[config.mk]
export PLATFORM = sky130hd
export DESIGN_NAME = zlib_stored_block_decoder
export DESIGN_NICKNAME = d
export VERILOG_FILES = /design/src/hdl/zsbd_pkg.sv /design/src/hdl/zlib_stored_block_decoder.sv
export SDC_FILE = /design/constraint.sdc
export NUM_CORES = 1
export LEC_CHECK = 0
export ABC_AREA = 1
export BUFFER_PORTS_ARGS = -buffer_cell sky130_fd_sc_hd__clkbuf_2
export CELL_PAD_IN_SITES_DETAIL_PLACEMENT = 1
export CELL_PAD_IN_SITES_GLOBAL_PLACEMENT = 2
export CORE_ASPECT_RATIO = 0.9
export CORE_UTILIZATION = 36
export CTS_CLUSTER_SIZE = 16
export DETAILED_ROUTE_END_ITERATION = 12
export HOLD_SLACK_MARGIN = 0.06
export PLACE_DENSITY = 0.93
export SLEW_MARGIN = 40
export SYNTH_ARGS = -nofsm -noshare
export SYNTH_HDL_FRONTEND = slang
export SYNTH_SLANG_ARGS = --single-unit
[constraint.sdc]
create_clock -name clk -period 7.1 [get_ports clk]
set_input_delay 1.065 -clock clk [delete_from_list [all_inputs] [get_ports clk]]
set_output_delay 1.065 -clock clk [all_outputs]
set_load 0.02 [all_outputs]
[src/hdl/zsbd_pkg.sv]
`timescale 1ns / 1ps
`default_nettype none
// ----------------------------------------------------------------------------
// zsbd_pkg: shared types and codes for the zlib stored-block decoder
// Holds the request payload types, the status codes and the parse phases.
// ----------------------------------------------------------------------------
package zsbd_pkg;

  // One request on the input channel.
  typedef struct packed {
    logic [7:0] stream_byte;
    logic       end_of_stream;
  } in_item_t;

  // One request on the result channel.
  typedef struct packed {
    logic [7:0]  payload_byte;
    logic        payload_valid;
    logic        finished;
    logic [2:0]  status;
    logic [31:0] produced_length;
  } out_item_t;

  // Status codes reported with the final result.
  localparam logic [2:0] ST_OK        = 3'd0;
  localparam logic [2:0] ST_HEADER    = 3'd1;
  localparam logic [2:0] ST_HUFFMAN   = 3'd2;
  localparam logic [2:0] ST_BADTYPE   = 3'd3;
  localparam logic [2:0] ST_LEN       = 3'd4;
  localparam logic [2:0] ST_OVERFLOW  = 3'd5;
  localparam logic [2:0] ST_TRUNCATED = 3'd6;
  localparam logic [2:0] ST_CHECKSUM  = 3'd7;

  // Parse phases.
  localparam logic [3:0] PH_HDR0    = 4'd0;
  localparam logic [3:0] PH_HDR1    = 4'd1;
  localparam logic [3:0] PH_BLKHDR  = 4'd2;
  localparam logic [3:0] PH_LEN     = 4'd3;
  localparam logic [3:0] PH_DATA    = 4'd4;
  localparam logic [3:0] PH_TRAILER = 4'd5;
  localparam logic [3:0] PH_DONE    = 4'd6;

  // Stream constants.
  localparam logic [16:0] ADLER_MOD    = 17'd65521;
  localparam logic [3:0]  ZLIB_CM      = 4'd8;
  localparam logic [3:0]  ZLIB_CINFO   = 4'd7;
  localparam logic [1:0]  BTYPE_STORED = 2'd0;
  localparam logic [1:0]  BTYPE_BAD    = 2'd3;
  localparam logic [31:0] CAPACITY_RST = 32'hFFFF_FFFF;

endpackage : zsbd_pkg
`default_nettype wire

[src/hdl/zlib_stored_block_decoder.sv]
`timescale 1ns / 1ps
`default_nettype none
// ----------------------------------------------------------------------------
// zlib_stored_block_decoder: streaming zlib decoder for stored blocks only
// Checks the zlib header, parses stored deflate blocks, passes payload bytes
// out, keeps a running Adler-32 and compares it with the stream trailer.
// ----------------------------------------------------------------------------
// The block takes one stream byte per clock cycle, sustained while the result
// side does not stall, and returns at most one result per byte: a payload
// byte, or the final report on the byte marked end_of_stream. A byte goes
// through an input register and then a result register, from which its
// result is presented; the per-byte path is one phase step and two
// modulo-65521 add and compare stages of the Adler-32 update. Bytes that
// cause no result are consumed silently. The result register accepts a new
// request while the consumer stalls only as long as it is empty, so a stall
// on the result side holds the input side after at most one more result.
// The capacity register may be written only while the block is idle; it is
// always ready.
module zlib_stored_block_decoder (
  input  wire                   clk,
  input  wire                   rst_n,
  input  wire                   in_valid,
  output logic                  in_stall,
  input  zsbd_pkg::in_item_t    in_data,
  output logic                  out_valid,
  input  wire                   out_stall,
  output zsbd_pkg::out_item_t   out_data,
  input  wire                   cfg_valid,
  output logic                  cfg_ready,
  input  wire  [31:0]           cfg_data
);
  import zsbd_pkg::*;

  // Pipeline registers.
  in_item_t    in_q_r;
  logic        in_q_valid_r;
  out_item_t   out_q_r;
  logic        out_valid_r;
  logic [31:0] capacity_r;

  // Stream state.
  logic [3:0]  phase_r, phase_nxt;
  logic [1:0]  phase_count_r, phase_count_nxt;
  logic [7:0]  header_high_r, header_high_nxt;
  logic [15:0] stored_length_r, stored_length_nxt;
  logic [15:0] bytes_remaining_r, bytes_remaining_nxt;
  logic        final_block_r, final_block_nxt;
  logic [15:0] sum_low_r, sum_low_nxt;
  logic [15:0] sum_high_r, sum_high_nxt;
  logic [31:0] trailer_r, trailer_nxt;
  logic [31:0] produced_r, produced_nxt;
  logic [2:0]  fail_code_r, fail_code_nxt;
  logic        failed_r, failed_nxt;

  // Step signals.
  logic        advance;
  logic        emit;
  logic        has_result;
  out_item_t   result;
  logic [7:0]  b;
  logic [15:0] hdr;
  logic [6:0]  fold1;
  logic [5:0]  fold2;
  logic        hdr_mult31;
  logic [15:0] nlen;
  logic [32:0] need;
  logic [16:0] low_sum, high_sum;
  logic [15:0] low_mod, high_mod;
  logic [31:0] trailer_shift;
  logic [1:0]  btype;

  // Handshakes: the input register moves on when its request is processed.
  assign advance   = in_q_valid_r && (!out_valid_r || !out_stall);
  assign in_stall  = in_q_valid_r && !advance;
  assign out_valid = out_valid_r;
  assign out_data  = out_q_r;
  assign cfg_ready = 1'b1;

  // Header check: 2^5 is 1 modulo 31, so summing 5-bit digits keeps the residue.
  assign b     = in_q_r.stream_byte;
  assign hdr   = {header_high_r, b};
  assign fold1 = 7'(hdr[4:0]) + 7'(hdr[9:5]) + 7'(hdr[14:10]) + 7'(hdr[15]);
  assign fold2 = 6'(fold1[4:0]) + 6'(fold1[6:5]);
  assign hdr_mult31 = (fold2 == 6'd0) || (fold2 == 6'd31);

  // Stored length and capacity check.
  assign nlen = {b, header_high_r};
  assign need = {1'b0, produced_r} + 33'(stored_length_r);
  assign btype = b[2:1];

  // Adler-32 update, one conditional subtract per sum.
  assign low_sum  = 17'(sum_low_r) + 17'(b);
  assign low_mod  = (low_sum >= ADLER_MOD) ? 16'(low_sum - ADLER_MOD) : low_sum[15:0];
  assign high_sum = 17'(sum_high_r) + 17'(low_mod);
  assign high_mod = (high_sum >= ADLER_MOD) ? 16'(high_sum - ADLER_MOD) : high_sum[15:0];

  assign trailer_shift = {trailer_r[23:0], b};

  // Phase step for the byte in the input register.
  always_comb begin
    phase_nxt           = phase_r;
    phase_count_nxt     = phase_count_r;
    header_high_nxt     = header_high_r;
    stored_length_nxt   = stored_length_r;
    bytes_remaining_nxt = bytes_remaining_r;
    final_block_nxt     = final_block_r;
    sum_low_nxt         = sum_low_r;
    sum_high_nxt        = sum_high_r;
    trailer_nxt         = trailer_r;
    produced_nxt        = produced_r;
    fail_code_nxt       = fail_code_r;
    failed_nxt          = failed_r;
    emit                = 1'b0;
    if (!failed_r) begin
      case (phase_r)
        PH_HDR0: begin
          header_high_nxt = b;
          phase_nxt       = PH_HDR1;
        end
        PH_HDR1: begin
          if (!hdr_mult31 || header_high_r[3:0] != ZLIB_CM ||
              header_high_r[7:4] != ZLIB_CINFO || b[5]) begin
            failed_nxt    = 1'b1;
            fail_code_nxt = ST_HEADER;
          end else begin
            phase_nxt = PH_BLKHDR;
          end
        end
        PH_BLKHDR: begin
          final_block_nxt = b[0];
          if (btype == BTYPE_STORED) begin
            phase_nxt       = PH_LEN;
            phase_count_nxt = 2'd0;
          end else if (btype == BTYPE_BAD) begin
            failed_nxt    = 1'b1;
            fail_code_nxt = ST_BADTYPE;
          end else begin
            failed_nxt    = 1'b1;
            fail_code_nxt = ST_HUFFMAN;
          end
        end
        PH_LEN: begin
          case (phase_count_r)
            2'd0: begin
              stored_length_nxt = {8'd0, b};
              phase_count_nxt   = 2'd1;
            end
            2'd1: begin
              stored_length_nxt = {b, stored_length_r[7:0]};
              phase_count_nxt   = 2'd2;
            end
            2'd2: begin
              header_high_nxt = b;
              phase_count_nxt = 2'd3;
            end
            default: begin
              // Last NLEN byte: complement check, then capacity check.
              if (stored_length_r != ~nlen) begin
                failed_nxt    = 1'b1;
                fail_code_nxt = ST_LEN;
              end else if (need > {1'b0, capacity_r}) begin
                failed_nxt    = 1'b1;
                fail_code_nxt = ST_OVERFLOW;
              end else begin
                bytes_remaining_nxt = stored_length_r;
                phase_count_nxt     = 2'd0;
                if (stored_length_r == 16'd0) begin
                  phase_nxt = final_block_r ? PH_TRAILER : PH_BLKHDR;
                end else begin
                  phase_nxt = PH_DATA;
                end
              end
            end
          endcase
        end
        PH_DATA: begin
          emit                = 1'b1;
          sum_low_nxt         = low_mod;
          sum_high_nxt        = high_mod;
          produced_nxt        = produced_r + 32'd1;
          bytes_remaining_nxt = bytes_remaining_r - 16'd1;
          if (bytes_remaining_r == 16'd1) begin
            phase_nxt       = final_block_r ? PH_TRAILER : PH_BLKHDR;
            phase_count_nxt = 2'd0;
          end
        end
        PH_TRAILER: begin
          trailer_nxt     = trailer_shift;
          phase_count_nxt = phase_count_r + 2'd1;
          if (phase_count_r == 2'd3) begin
            if (trailer_shift != {sum_high_r, sum_low_r}) begin
              failed_nxt    = 1'b1;
              fail_code_nxt = ST_CHECKSUM;
            end else begin
              phase_nxt = PH_DONE;
            end
          end
        end
        default: begin
        end
      endcase
    end
  end

  // Result for this byte.
  always_comb begin
    result.payload_byte    = emit ? b : 8'd0;
    result.payload_valid   = emit;
    result.finished        = in_q_r.end_of_stream;
    result.status          = ST_OK;
    result.produced_length = 32'd0;
    if (in_q_r.end_of_stream) begin
      if (failed_nxt) begin
        result.status = fail_code_nxt;
      end else if (phase_nxt != PH_DONE) begin
        result.status = ST_TRUNCATED;
      end else begin
        result.status = ST_OK;
      end
      result.produced_length = produced_nxt;
    end
  end

  assign has_result = emit || in_q_r.end_of_stream;

  // Input register.
  always_ff @(posedge clk) begin
    if (!rst_n) begin
      in_q_valid_r <= 1'b0;
    end else if (!in_stall) begin
      in_q_valid_r <= in_valid;
    end
  end

  always_ff @(posedge clk) begin
    if (!in_stall && in_valid) begin
      in_q_r <= in_data;
    end
  end

  // Result register.
  always_ff @(posedge clk) begin
    if (!rst_n) begin
      out_valid_r <= 1'b0;
    end else if (advance) begin
      out_valid_r <= has_result;
    end else if (!out_stall) begin
      out_valid_r <= 1'b0;
    end
  end

  always_ff @(posedge clk) begin
    if (advance && has_result) begin
      out_q_r <= result;
    end
  end

  // Capacity register.
  always_ff @(posedge clk) begin
    if (!rst_n) begin
      capacity_r <= CAPACITY_RST;
    end else if (cfg_valid && cfg_ready) begin
      capacity_r <= cfg_data;
    end
  end

  // Stream state: the end-of-stream byte returns everything to reset values.
  always_ff @(posedge clk) begin
    if (!rst_n || (advance && in_q_r.end_of_stream)) begin
      phase_r           <= PH_HDR0;
      phase_count_r     <= 2'd0;
      header_high_r     <= 8'd0;
      stored_length_r   <= 16'd0;
      bytes_remaining_r <= 16'd0;
      final_block_r     <= 1'b0;
      sum_low_r         <= 16'd1;
      sum_high_r        <= 16'd0;
      trailer_r         <= 32'd0;
      produced_r        <= 32'd0;
      fail_code_r       <= ST_OK;
      failed_r          <= 1'b0;
    end else if (advance) begin
      phase_r           <= phase_nxt;
      phase_count_r     <= phase_count_nxt;
      header_high_r     <= header_high_nxt;
      stored_length_r   <= stored_length_nxt;
      bytes_remaining_r <= bytes_remaining_nxt;
      final_block_r     <= final_block_nxt;
      sum_low_r         <= sum_low_nxt;
      sum_high_r        <= sum_high_nxt;
      trailer_r         <= trailer_nxt;
      produced_r        <= produced_nxt;
      fail_code_r       <= fail_code_nxt;
      failed_r          <= failed_nxt;
    end
  end

endmodule : zlib_stored_block_decoder
`default_nettype wire

==> results of run 1 <==
where the power goes:
group / internal, µW / total (µW) / switching [µW]
Combinational: 181 / 562 / 380
Sequential: 1380 / 1430 / 53.5
Clock: 897 / 1500 / 607
Total: 2460 / 3500 / 1040
through the flow:
step,util,setup slack [ns],area [µm²],hold WS [ns],instances
2_1_floorplan,-,2.11,15100,0.442,2125
3_3_place_gp,0.392,1.32,16100,0.455,2705
3_5_place_dp,0.392,1.12,16100,0.467,2705
4_1_cts,0.416,1.08,17100,0.477,2757
5_1_grt,0.416,0.432,17100,0.497,2757
6_report,0.416,1.12,17100,0.469,2757
cells in the mapped netlist, types with 29 or more instances:
cell and n:
xnor2_1 29, inv_1 322, edfxtp_1 54, nand4_1 45
nand3_1 132, clkbuf_1 49, nor2_1 231, dfxtp_1 173
a21oi_1 193, xor2_1 100, ha_1 92, o21ai_0 164
nand2_1 340, nor3_1 32
routing by layer:
layer	track usage	routed length (µm)	share of wire	vias up
li1	-	-	-	7116
met1	0.321	23800	0.48	6915
met2	0.389	22800	0.46	262
met3	0.0292	2000	0.040	72
met4	0.0572	1130	0.023	0
met5	0	0	0	-
sequential cells by signal, summed over array words and instances, names as in the netlist:
signal             cells
fail_code_r            3
phase_count_r          2
phase_r                4
b                      8
in_q_r                 1
sum_low_r             16
out_valid              1
header_high_r          8
failed_r               1
bytes_remaining_r     16
in_q_valid_r           1
final_block_r          1
out_data              45
sum_high_r            16
trailer_r             24
produced_r            32
stored_length_r       16
capacity_r            32
critical path: cells and delay by family, from the launching register on:
kind / cells / cell delay [ns]
DFF: 1 / 0.52
and+or+nand+nor: 26 / 2.95
xor gates and xnor gates: 2 / 0.68
adders and majority gates: 4 / 1.27
AOI/OAI and AO/OA: 1 / 0.15
buffers and inverters: 5 / 0.29
area by class of cell:
| class | instances | area share |
|---|---|---|
| clock buffers | 33 | 0.0436 |
| clock inverters | 19 | 0.0127 |
| inverters | 330 | 0.0726 |
| multi-input cells | 1505 | 0.502 |
| flip-flops and latches | 227 | 0.298 |
| well taps | 540 | 0.0396 |
| repair buffers | 103 | 0.0319 |
logic make-up (layout without fill, tap and decap cells):
| logic type | count (synthesis) | count (layout) | synth area share |
|---|---|---|---|
| AOI/OAI and AO/OA | 432 | 432 | 0.154 |
| and+or+nand+nor | 839 | 839 | 0.244 |
| other | 1 | 1 | 0.000248 |
| xor gates and xnor gates | 131 | 131 | 0.0767 |
| DFF | 227 | 227 | 0.336 |
| buffers and inverters | 393 | 485 | 0.100 |
| adders and majority gates | 102 | 102 | 0.0892 |
worst max-delay path by stage:
stage                                              to           start  depth (start not counted)  slack [ns]
after floorplan            sum_high_r[0]$_SDFFE_PP0P_  b[0]$_DFFE_PP_                         38        2.11
after global placement     sum_high_r[6]$_SDFFE_PP0P_  b[0]$_DFFE_PP_                         38        1.32
after detailed placement   sum_high_r[0]$_SDFFE_PP0P_  b[0]$_DFFE_PP_                         38        1.12
after CTS                  sum_high_r[0]$_SDFFE_PP0P_  b[0]$_DFFE_PP_                         38        1.08
after global routing      sum_high_r[14]$_SDFFE_PP0P_  b[0]$_DFFE_PP_                         38        0.43
final                     sum_high_r[14]$_SDFFE_PP0P_  b[0]$_DFFE_PP_                         38        1.12
==> results.py, run 1 <==
metrics = {
    "worst_hold_path": {
        "hold_class": "flop to flop",
        "hold_depth": 2,
        "min_from": "capacity_r[20]$_SDFFE_PN1P_",
        "hold_path_end": "capacity_r[20]$_SDFFE_PN1P_",
    },
    "final_layout": {
        "fin_nets": 2343,
        "antenna_cells": 0,
        "drive_gt1_frac": 0.0952,
        "fillCellCount": 5235,
        "final_cell_mix": "338 x nand2_1, 319 x inv_1, 229 x nor2_1, 193 x a21oi_1, 173 x dfxtp_1",
        "multi_input_area_mm2": 0.00857,
        "final_common_cell": "nand2_1",
        "area_growth_pct": 12.8,
        "seq_area_mm2": 0.00508,
    },
    "critical_path": {
        "critPathKind": "flop to flop",
        "r2r_cells": 38,
        "reg2reg_setup_slack_ns": 1.12,
        "critical-path-max-stage-delay_ns": 0.52,
        "r2r_start": "b[0]$_DFFE_PP_",
        "worst_path_most_repeated_cell": "nand2_1",
        "regToRegEndpoint": "sum_high_r[14]$_SDFFE_PP0P_",
        "critPathLaunchType": "flop",
        "critPathArrivalTime_ns": 6.46,
        "crit_slowest_cell": "edfxtp_1",
        "cp.required_ns": 7.57,
        "worstSetupEndpointType": "flop",
        "path_max_fanout": 18,
    },
    "die": {
        "ios": 94,
        "initial_core_util": 0.369,
        "fp.dieH_um": 197,
        "die_area_mm2": 0.0429,
        "die_w_um": 218,
        "rows": 70,
        "core_area_mm2": 0.0411,
    },
    "placed_design": {
        "portBuffers": 92,
        "gp_congestion": 0.904,
        "hpwl_um": 38600,
    },
    "clock_tree": {
        "clock_latency_ns": 0.57,
        "clk_pin_slew_worst_paths_ns": 0.06,
        "ctsHoldBuffers": 0,
        "htree_num_levels": 1,
        "clockBufferDepth": 3,
        "cts_resized": 0,
        "cts-buffers-inserted": 28,
        "cts_root_buf": "clkbuf_16",
        "post_cts_buffers": 0,
        "cts_sinks": 227,
        "cts_tree": "yes",
    },
    "drt": {
        "via_count": 14365,
        "drc": 0,
        "viasPerCell": 5.21,
        "drt-initial-drc-count": 802,
        "first_pass_iters": 5,
        "wl_per_cell_um": 18.0,
        "wirelength_um": 49700,
        "ant_nets": 0,
    },
    "sta": {
        "rsz0062_at_grt": "false",
        "setup_viol": 0,
        "hold_viol_final": 0,
        "fmax_mhz": 167,
        "period_minus_slack_ns": 5.98,
        "tightest_slew_ns": 0.773,
        "finalMaxSlewViolations": 0,
        "tns_ns": 0,
        "finalCritPeriodShare": 0.843,
        "fin_worst_skew_ns": 0.0192,
        "slew_headroom": 0.484,
    },
    "power": {
        "total_power_uw": 3500,
        "power_density_mw_per_mm2": 205,
        "power_leakage_uw": 0.00822,
        "ir_drop_uv": 164,
    },
    "global_route": {
        "grt_usage": 0.234,
        "gr-total-overflow": 0,
        "antenna_found_initial": 0,
        "grt_pass1_wl_um": 79900,
        "grt_max_degree": 65,
        "grt_pass1_vias": 14870,
    },
    "logic_synthesis": {
        "synth_top_area_cell": "dfxtp_1",
        "ys_seq_area_frac": 0.336,
        "syn-cell-area_mm2": 0.0151,
        "ys_seq_elements": 227,
        "synth_top_cell_area_share": 0.229,
        "synthTopCellsByArea": "dfxtp_1 23%, edfxtp_1 11%, nand2_1 8.4%",
        "synth_flop_cell": "dfxtp_1",
        "synth_edf_count": 54,
        "synth_warnings": 0,
        "synth_cells": 2125,
        "synth_cell_type_count": 62,
        "async_flop_share": 0,
        "synth_fp_nets": 2273,
        "syn_area_per_cell_um2": 7.13,
    },
    "run_status": {
        "status": "completed",
    },
    "flow_run": {
        "maxCapViolCount": 0,
    },
}
Power figures use the tool's default switching activity.
==> run 2, diff against run 1 <==
- ABC_AREA: 1 -> 0
- CORE_UTILIZATION: 36 -> 38
- PLACE_DENSITY: 0.93 -> 0.92
- clock period: 7.1 -> 5.6 ns (I/O delays scaled with it)
==> results.py, run 2 <==
metrics = {
    "run_status": {
        "status": "complete, but fails checks",
        "violations": "setup timing",
    },
    "logic_synthesis": {
        "synth_most_common_cell": "nand2_1",
        "synth_flop_cell": "dfxtp_1",
        "synth_warnings": 0,
        "ys_seq_area_frac": 0.339,
        "async_flop_share": 0,
        "synthTopCellsByArea": "dfxtp_1 23%, edfxtp_1 11%, ha_1 7.7%",
        "synth_edf_count": 54,
        "synth_top_cell_area_share": 0.231,
        "synthTopCellsByCount": "212 x nand2_1, 173 x dfxtp_1, 165 x nor2_1",
        "syn_area_per_cell_um2": 8.31,
        "syn-cell-area_mm2": 0.0150,
        "synth_fp_nets": 1954,
        "synth_top_area_cell": "dfxtp_1",
        "synth_cell_type_count": 96,
        "ys_seq_elements": 227,
        "synth_cells": 1806,
    },
    "drt": {
        "via_count": 14463,
        "wl_per_cell_um": 21.2,
        "first_pass_iters": 5,
        "viasPerCell": 5.70,
        "drc": 0,
        "wirelength_um": 53700,
        "drt-initial-drc-count": 900,
        "ant_nets": 0,
    },
    "sta": {
        "fin_worst_skew_ns": 0.0369,
        "finalCritPeriodShare": 1.01,
        "tightest_slew_ns": 0.812,
        "rsz0062_at_grt": "true",
        "period_minus_slack_ns": 5.67,
        "setup_viol": 4,
        "finalMaxSlewViolations": 0,
        "fmax_mhz": 176,
        "hold_viol_final": 0,
        "setup_slack_ns": -0.0719,
        "slew_headroom": 0.458,
        "tns_ns": -0.166,
    },
    "final_layout": {
        "final_cell_mix": "205 x nand2_1, 173 x dfxtp_1, 156 x nor2_1, 144 x buf_4, 120 x a21oi_1",
        "fin_nets": 2137,
        "area_growth_pct": 23.9,
        "final_common_cell": "nand2_1",
        "antenna_cells": 0,
        "largest_register_ffs": 45,
        "drive_gt1_frac": 0.212,
        "utilization": 0.481,
    },
    "die": {
        "die_area_mm2": 0.0403,
        "rows": 68,
        "ios": 94,
        "die_w_um": 211,
        "initial_core_util": 0.388,
        "core_area_mm2": 0.0386,
        "fp.dieH_um": 190,
    },
    "critical_path": {
        "critPathArrivalTime_ns": 6.18,
        "cp.required_ns": 6.11,
        "path_max_fanout": 3,
        "critical_path_buf_inv_count": 2,
        "critical-path-max-stage-delay_ns": 0.42,
        "critPathLaunchType": "flop",
        "critPathKind": "flop to flop",
        "worstSetupEndpointType": "flop",
        "crit_slowest_cell": "fa_2",
        "path_cells": "ha_2 > fa_2 > a211oi_4 > o21bai_4 > buf_6 > a311oi_2 > a211oi_2 > nor2_1 > nand4_2 > o31ai_4 > mux2_4 > ha_4 > a211o_1 > buf_6 > and2_4 > nor4b_4 > o311ai_4 > nor4b_4 > nand4bb_1 > nor3_2 > nor3b_2 > mux2_4 > a21oi_1",
        "crit_family": "simple AND/OR/NAND/NOR gates",
    },
    "clock_tree": {
        "cts-buffers-inserted": 28,
        "clk_pin_slew_worst_paths_ns": 0.06,
        "htree_num_levels": 1,
        "cts_tree": "yes",
        "cts_sinks": 227,
        "clockBufferDepth": 3,
        "clock_latency_ns": 0.58,
        "cts_root_buf": "clkbuf_16",
    },
    "power": {
        "pwr-share-clk": 0.464,
        "power_density_mw_per_mm2": 217,
        "combPwrFrac": 0.107,
        "p_seq_frac": 0.429,
        "ir_drop_uv": 242,
        "p_int_uw": 2970,
        "p_sw_uw": 1060,
        "p_sw_frac": 0.263,
        "power_leakage_uw": 0.00775,
    },
    "global_route": {
        "grt_max_degree": 64,
        "antenna_found_initial": 0,
        "gr-total-overflow": 0,
        "grt_pass1_vias": 14514,
        "grt_usage": 0.261,
        "grt_pass1_wl_um": 82500,
    },
    "placed_design": {
        "hpwl_um": 40200,
        "portBuffers": 92,
        "gp_congestion": 0.995,
    },
    "flow_run": {
        "maxCapViolCount": 0,
    },
    "worst_hold_path": {
        "hold_class": "input port to flop",
    },
}
run 2: power groups by stage:
stage	clock, µW	combinational (µW)	sequential (µW)
4_1_cts	1900	395	1720
5_1_grt	1960	467	1730
3_3_place_gp	0	364	1760
6_report	1870	430	1730
2_1_floorplan	0	236	1760
3_5_place_dp	0	382	1760
run 2: cells by family (layout without fill, tap and decap cells):
| kind of cell | Yosys count | in the layout | share of synthesized area |
|---|---|---|---|
| adder cells (fa/ha/maj) | 102 | 102 | 0.0901 |
| AND/OR/NAND/NOR | 699 | 699 | 0.232 |
| XOR/XNOR | 160 | 160 | 0.0939 |
| buffers and inverters | 162 | 367 | 0.0434 |
| AO/OA/AOI/OAI | 439 | 439 | 0.190 |
| multiplexers | 16 | 16 | 0.0109 |
| other | 1 | 1 | 0.000250 |
| flip-flops | 227 | 227 | 0.339 |
run 2: repair_timing:
item,CTS,global route
buffers inserted,8,7
hold buffers,0,0
endpoints found under the setup margin,18,18
pin swaps,22,27
resized for setup,32,97
run 2: stage by stage:
step | instance area (µm²) | std cells | hold WS, ns | total power, µW | worst slack (ns)
2_1_floorplan | 15000 | 1806 | 0.421 | 2000 | 0.00667
3_3_place_gp | 16800 | 2468 | 0.458 | 2120 | -0.0722
3_5_place_dp | 16800 | 2469 | 0.462 | 2140 | -0.231
4_1_cts | 18000 | 2529 | 0.435 | 4020 | -0.00572
5_1_grt | 18600 | 2536 | 0.443 | 4160 | -0.291
6_report | 18600 | 2536 | 0.458 | 4020 | -0.0719
run 2: path summary, 6_finish.rpt:
path | cells after the start | to | slack [ns] | from
max | 23 | sum_high_r[15]$_SDFFE_PP0P_ | -0.07 | b[0]$_DFFE_PP_
min | 1 | b[5]$_DFFE_PP_ | 0.46 | in_data[6]
max reg2reg | 23 | sum_high_r[15]$_SDFFE_PP0P_ | -0.07 | b[0]$_DFFE_PP_
min reg2reg | 2 | trailer_r[19]$_SDFFE_PP0P_ | 0.47 | trailer_r[19]$_SDFFE_PP0P_
run 2: cell type report:
class	count	area [µm²]
clock buffer	38	800
tap	525	657
fill	4609	20000
clock inverter	14	153
inverter	68	255
multi-input combinational	1417	9950
timing repair buffer	247	1680
sequential	227	5080
run 2: routing by layer:
layer	global-route usage	routed length, µm	part of all wire	up-vias
met5	0	0	0	-
met4	0.0730	1550	0.029	0
met3	0.0380	3660	0.068	88
met2	0.417	24000	0.45	423
met1	0.365	24500	0.46	7169
li1	-	-	-	6783
==> run 3, diff against run 2 <==
==> constraint.sdc (replaced) <==
create_clock -name clk -period 5.6 [get_ports clk]
set_input_delay 0.56 -clock clk [delete_from_list [all_inputs] [get_ports clk]]
set_output_delay 0.56 -clock clk [all_outputs]
set_load 0.02 [all_outputs]
==> results.py, run 3 (synthesis results as in run 2) <==
metrics = {
    "drt": {
        "met1Wirelength_um": 24700,
        "top_layer_used": "met4",
        "drc": 0,
        "via_count": 14557,
        "wl_per_cell_um": 21.4,
        "met3RoutedLength_um": 3300,
        "first_pass_iters": 5,
        "wirelength_um": 54100,
        "drt-initial-drc-count": 1028,
        "met2_length_um": 24700,
        "ant_nets": 0,
        "viasPerCell": 5.76,
    },
    "critical_path": {
        "critPathLaunchType": "flop",
        "worstSetupEndpointType": "flop",
        "critPathArrivalTime_ns": 6.32,
        "path_max_fanout": 5,
        "cp.required_ns": 6.06,
        "critPathKind": "flop to flop",
    },
    "global_route": {
        "grt_max_degree": 90,
        "antenna_found_initial": 0,
        "grt_usage": 0.263,
        "grt_pass1_wl_um": 82800,
        "grt_pass1_vias": 14781,
        "gr-total-overflow": 0,
    },
    "final_layout": {
        "drive_gt1_frac": 0.201,
        "final_cell_mix": "206 x nand2_1, 173 x dfxtp_1, 155 x nor2_1, 141 x buf_4, 123 x a21oi_1",
        "fillCellCount": 4648,
        "final_common_cell": "nand2_1",
        "seq_area_mm2": 0.00508,
        "area_growth_pct": 22.5,
        "antenna_cells": 0,
        "largest_register_ffs": 45,
        "utilization": 0.476,
        "fin_nets": 2130,
        "multi_input_area_mm2": 0.00979,
    },
    "sta": {
        "finalMaxSlewViolations": 0,
        "fin_worst_skew_ns": 0.0212,
        "fmax_mhz": 171,
        "period_minus_slack_ns": 5.86,
        "hold_viol_final": 0,
        "hold_slack_ns": 0.190,
        "setup_slack_ns": -0.258,
        "finalCritPeriodShare": 1.05,
        "slew_headroom": 0.467,
        "tightest_slew_ns": 0.800,
        "setup_viol": 14,
        "rsz0062_at_grt": "true",
    },
    "placed_design": {
        "portBuffers": 92,
        "hpwl_um": 40300,
        "gp_congestion": 0.981,
    },
    "clock_tree": {
        "clock_latency_ns": 0.57,
        "clockBufferDepth": 3,
        "cts_root_buf": "clkbuf_16",
        "ctsHoldBuffers": 0,
        "clk_pin_slew_worst_paths_ns": 0.06,
        "cts-buffers-inserted": 27,
        "cts_tree": "yes",
        "htree_num_levels": 1,
        "cts_sinks": 227,
    },
    "power": {
        "p_int_uw": 3040,
        "pwr-share-clk": 0.476,
        "p_sw_frac": 0.256,
        "combPwrFrac": 0.102,
        "power_leakage_uw": 0.00773,
        "power_density_mw_per_mm2": 222,
        "ir_drop_uv": 175,
        "p_sw_uw": 1040,
        "p_seq_frac": 0.422,
    },
    "die": {
        "rows": 68,
        "initial_core_util": 0.388,
        "die_w_um": 211,
        "core_area_mm2": 0.0386,
        "ios": 94,
        "fp.dieH_um": 190,
        "die_area_mm2": 0.0403,
    },
    "run_status": {
        "violations": "setup timing",
        "status": "complete, but fails checks",
    },
    "worst_hold_path": {
        "hold_class": "input port to flop",
    },
    "flow_run": {
        "maxCapViolCount": 0,
    },
}
## run 3: critical path: stages, from the launching register on
cell and delay [ns]:
edfxtp_1 0.44, ha_4 0.20, fa_2 0.40, a211oi_2 0.26, o21bai_2 0.13, buf_4 0.16, a311oi_2 0.23, a211oi_2 0.08
nor2_2 0.15, nand4_2 0.18, o31ai_4 0.32, mux2_4 0.36, ha_4 0.22, a211o_1 0.31, buf_6 0.14, and2_4 0.14
nor4b_4 0.34, o311ai_4 0.16, nor4b_4 0.39, buf_4 0.19, nand4b_4 0.18, o21bai_4 0.27, nand2_1 0.15, xnor2_2 0.18
a211oi_2 0.22
## run 3: per-stage QoR
| step | TNS, ns | cells | total power, µW | instance area (µm²) | worst slack [ns] |
|---|---|---|---|---|---|
| after global routing | -5.59 | 2528 | 4210 | 18400 | -0.481 |
| after global placement | -0.102 | 2468 | 2120 | 16800 | -0.0594 |
| final | -1.67 | 2528 | 4080 | 18400 | -0.258 |
| after floorplan | 0 | 1806 | 2000 | 15000 | 0.00667 |
| after CTS | -0.345 | 2526 | 4090 | 18100 | -0.0580 |
| after detailed placement | -3.08 | 2469 | 2140 | 16800 | -0.294 |
## run 3: path summary, 6_finish.rpt
path | from | endpoint | slack, ns | cells after the start
max | b[0]$_DFFE_PP_ | sum_high_r[2]$_SDFFE_PP0P_ | -0.26 | 24
min | in_data[8] | b[7]$_DFFE_PP_ | 0.19 | 1
max reg2reg | b[0]$_DFFE_PP_ | sum_high_r[2]$_SDFFE_PP0P_ | -0.26 | 24
min reg2reg | trailer_r[19]$_SDFFE_PP0P_ | trailer_r[19]$_SDFFE_PP0P_ | 0.47 | 2
## run 3: power by group through the flow
| stage | Sequential [µW] | Combinational (µW) | Clock, µW |
|---|---|---|---|
| detailed placement | 1760 | 380 | 0 |
| CTS | 1720 | 395 | 1970 |
| global route | 1730 | 449 | 2040 |
| finish | 1720 | 415 | 1940 |
| floorplan | 1760 | 236 | 0 |
| global placement | 1760 | 363 | 0 |
## run 3: what timing repair did
item | in CTS | in global routing
endpoints found under the setup margin | 18 | 19
setup buffers | 6 | 4
gates cloned | 1 | 0
gates resized for setup | 44 | 53
pin swaps | 29 | 25
## run 3: per-layer routing
layer / up-vias / global-route usage
met3: 93 / 0.0469
li1: 6773 / -
met2: 392 / 0.423
met1: 7299 / 0.358
met4: 0 / 0.0769
met5: - / 0
## run 3: cell type report
| class | instances | area share |
|---|---|---|
| Multi-Input combinational cell | 1418 | 0.533 |
| Sequential cell | 227 | 0.277 |
| Timing Repair Buffer | 240 | 0.0876 |
| Clock buffer | 33 | 0.0407 |
| Tap cell | 525 | 0.0358 |
| Inverter | 68 | 0.0139 |
| Clock inverter | 17 | 0.0123 |
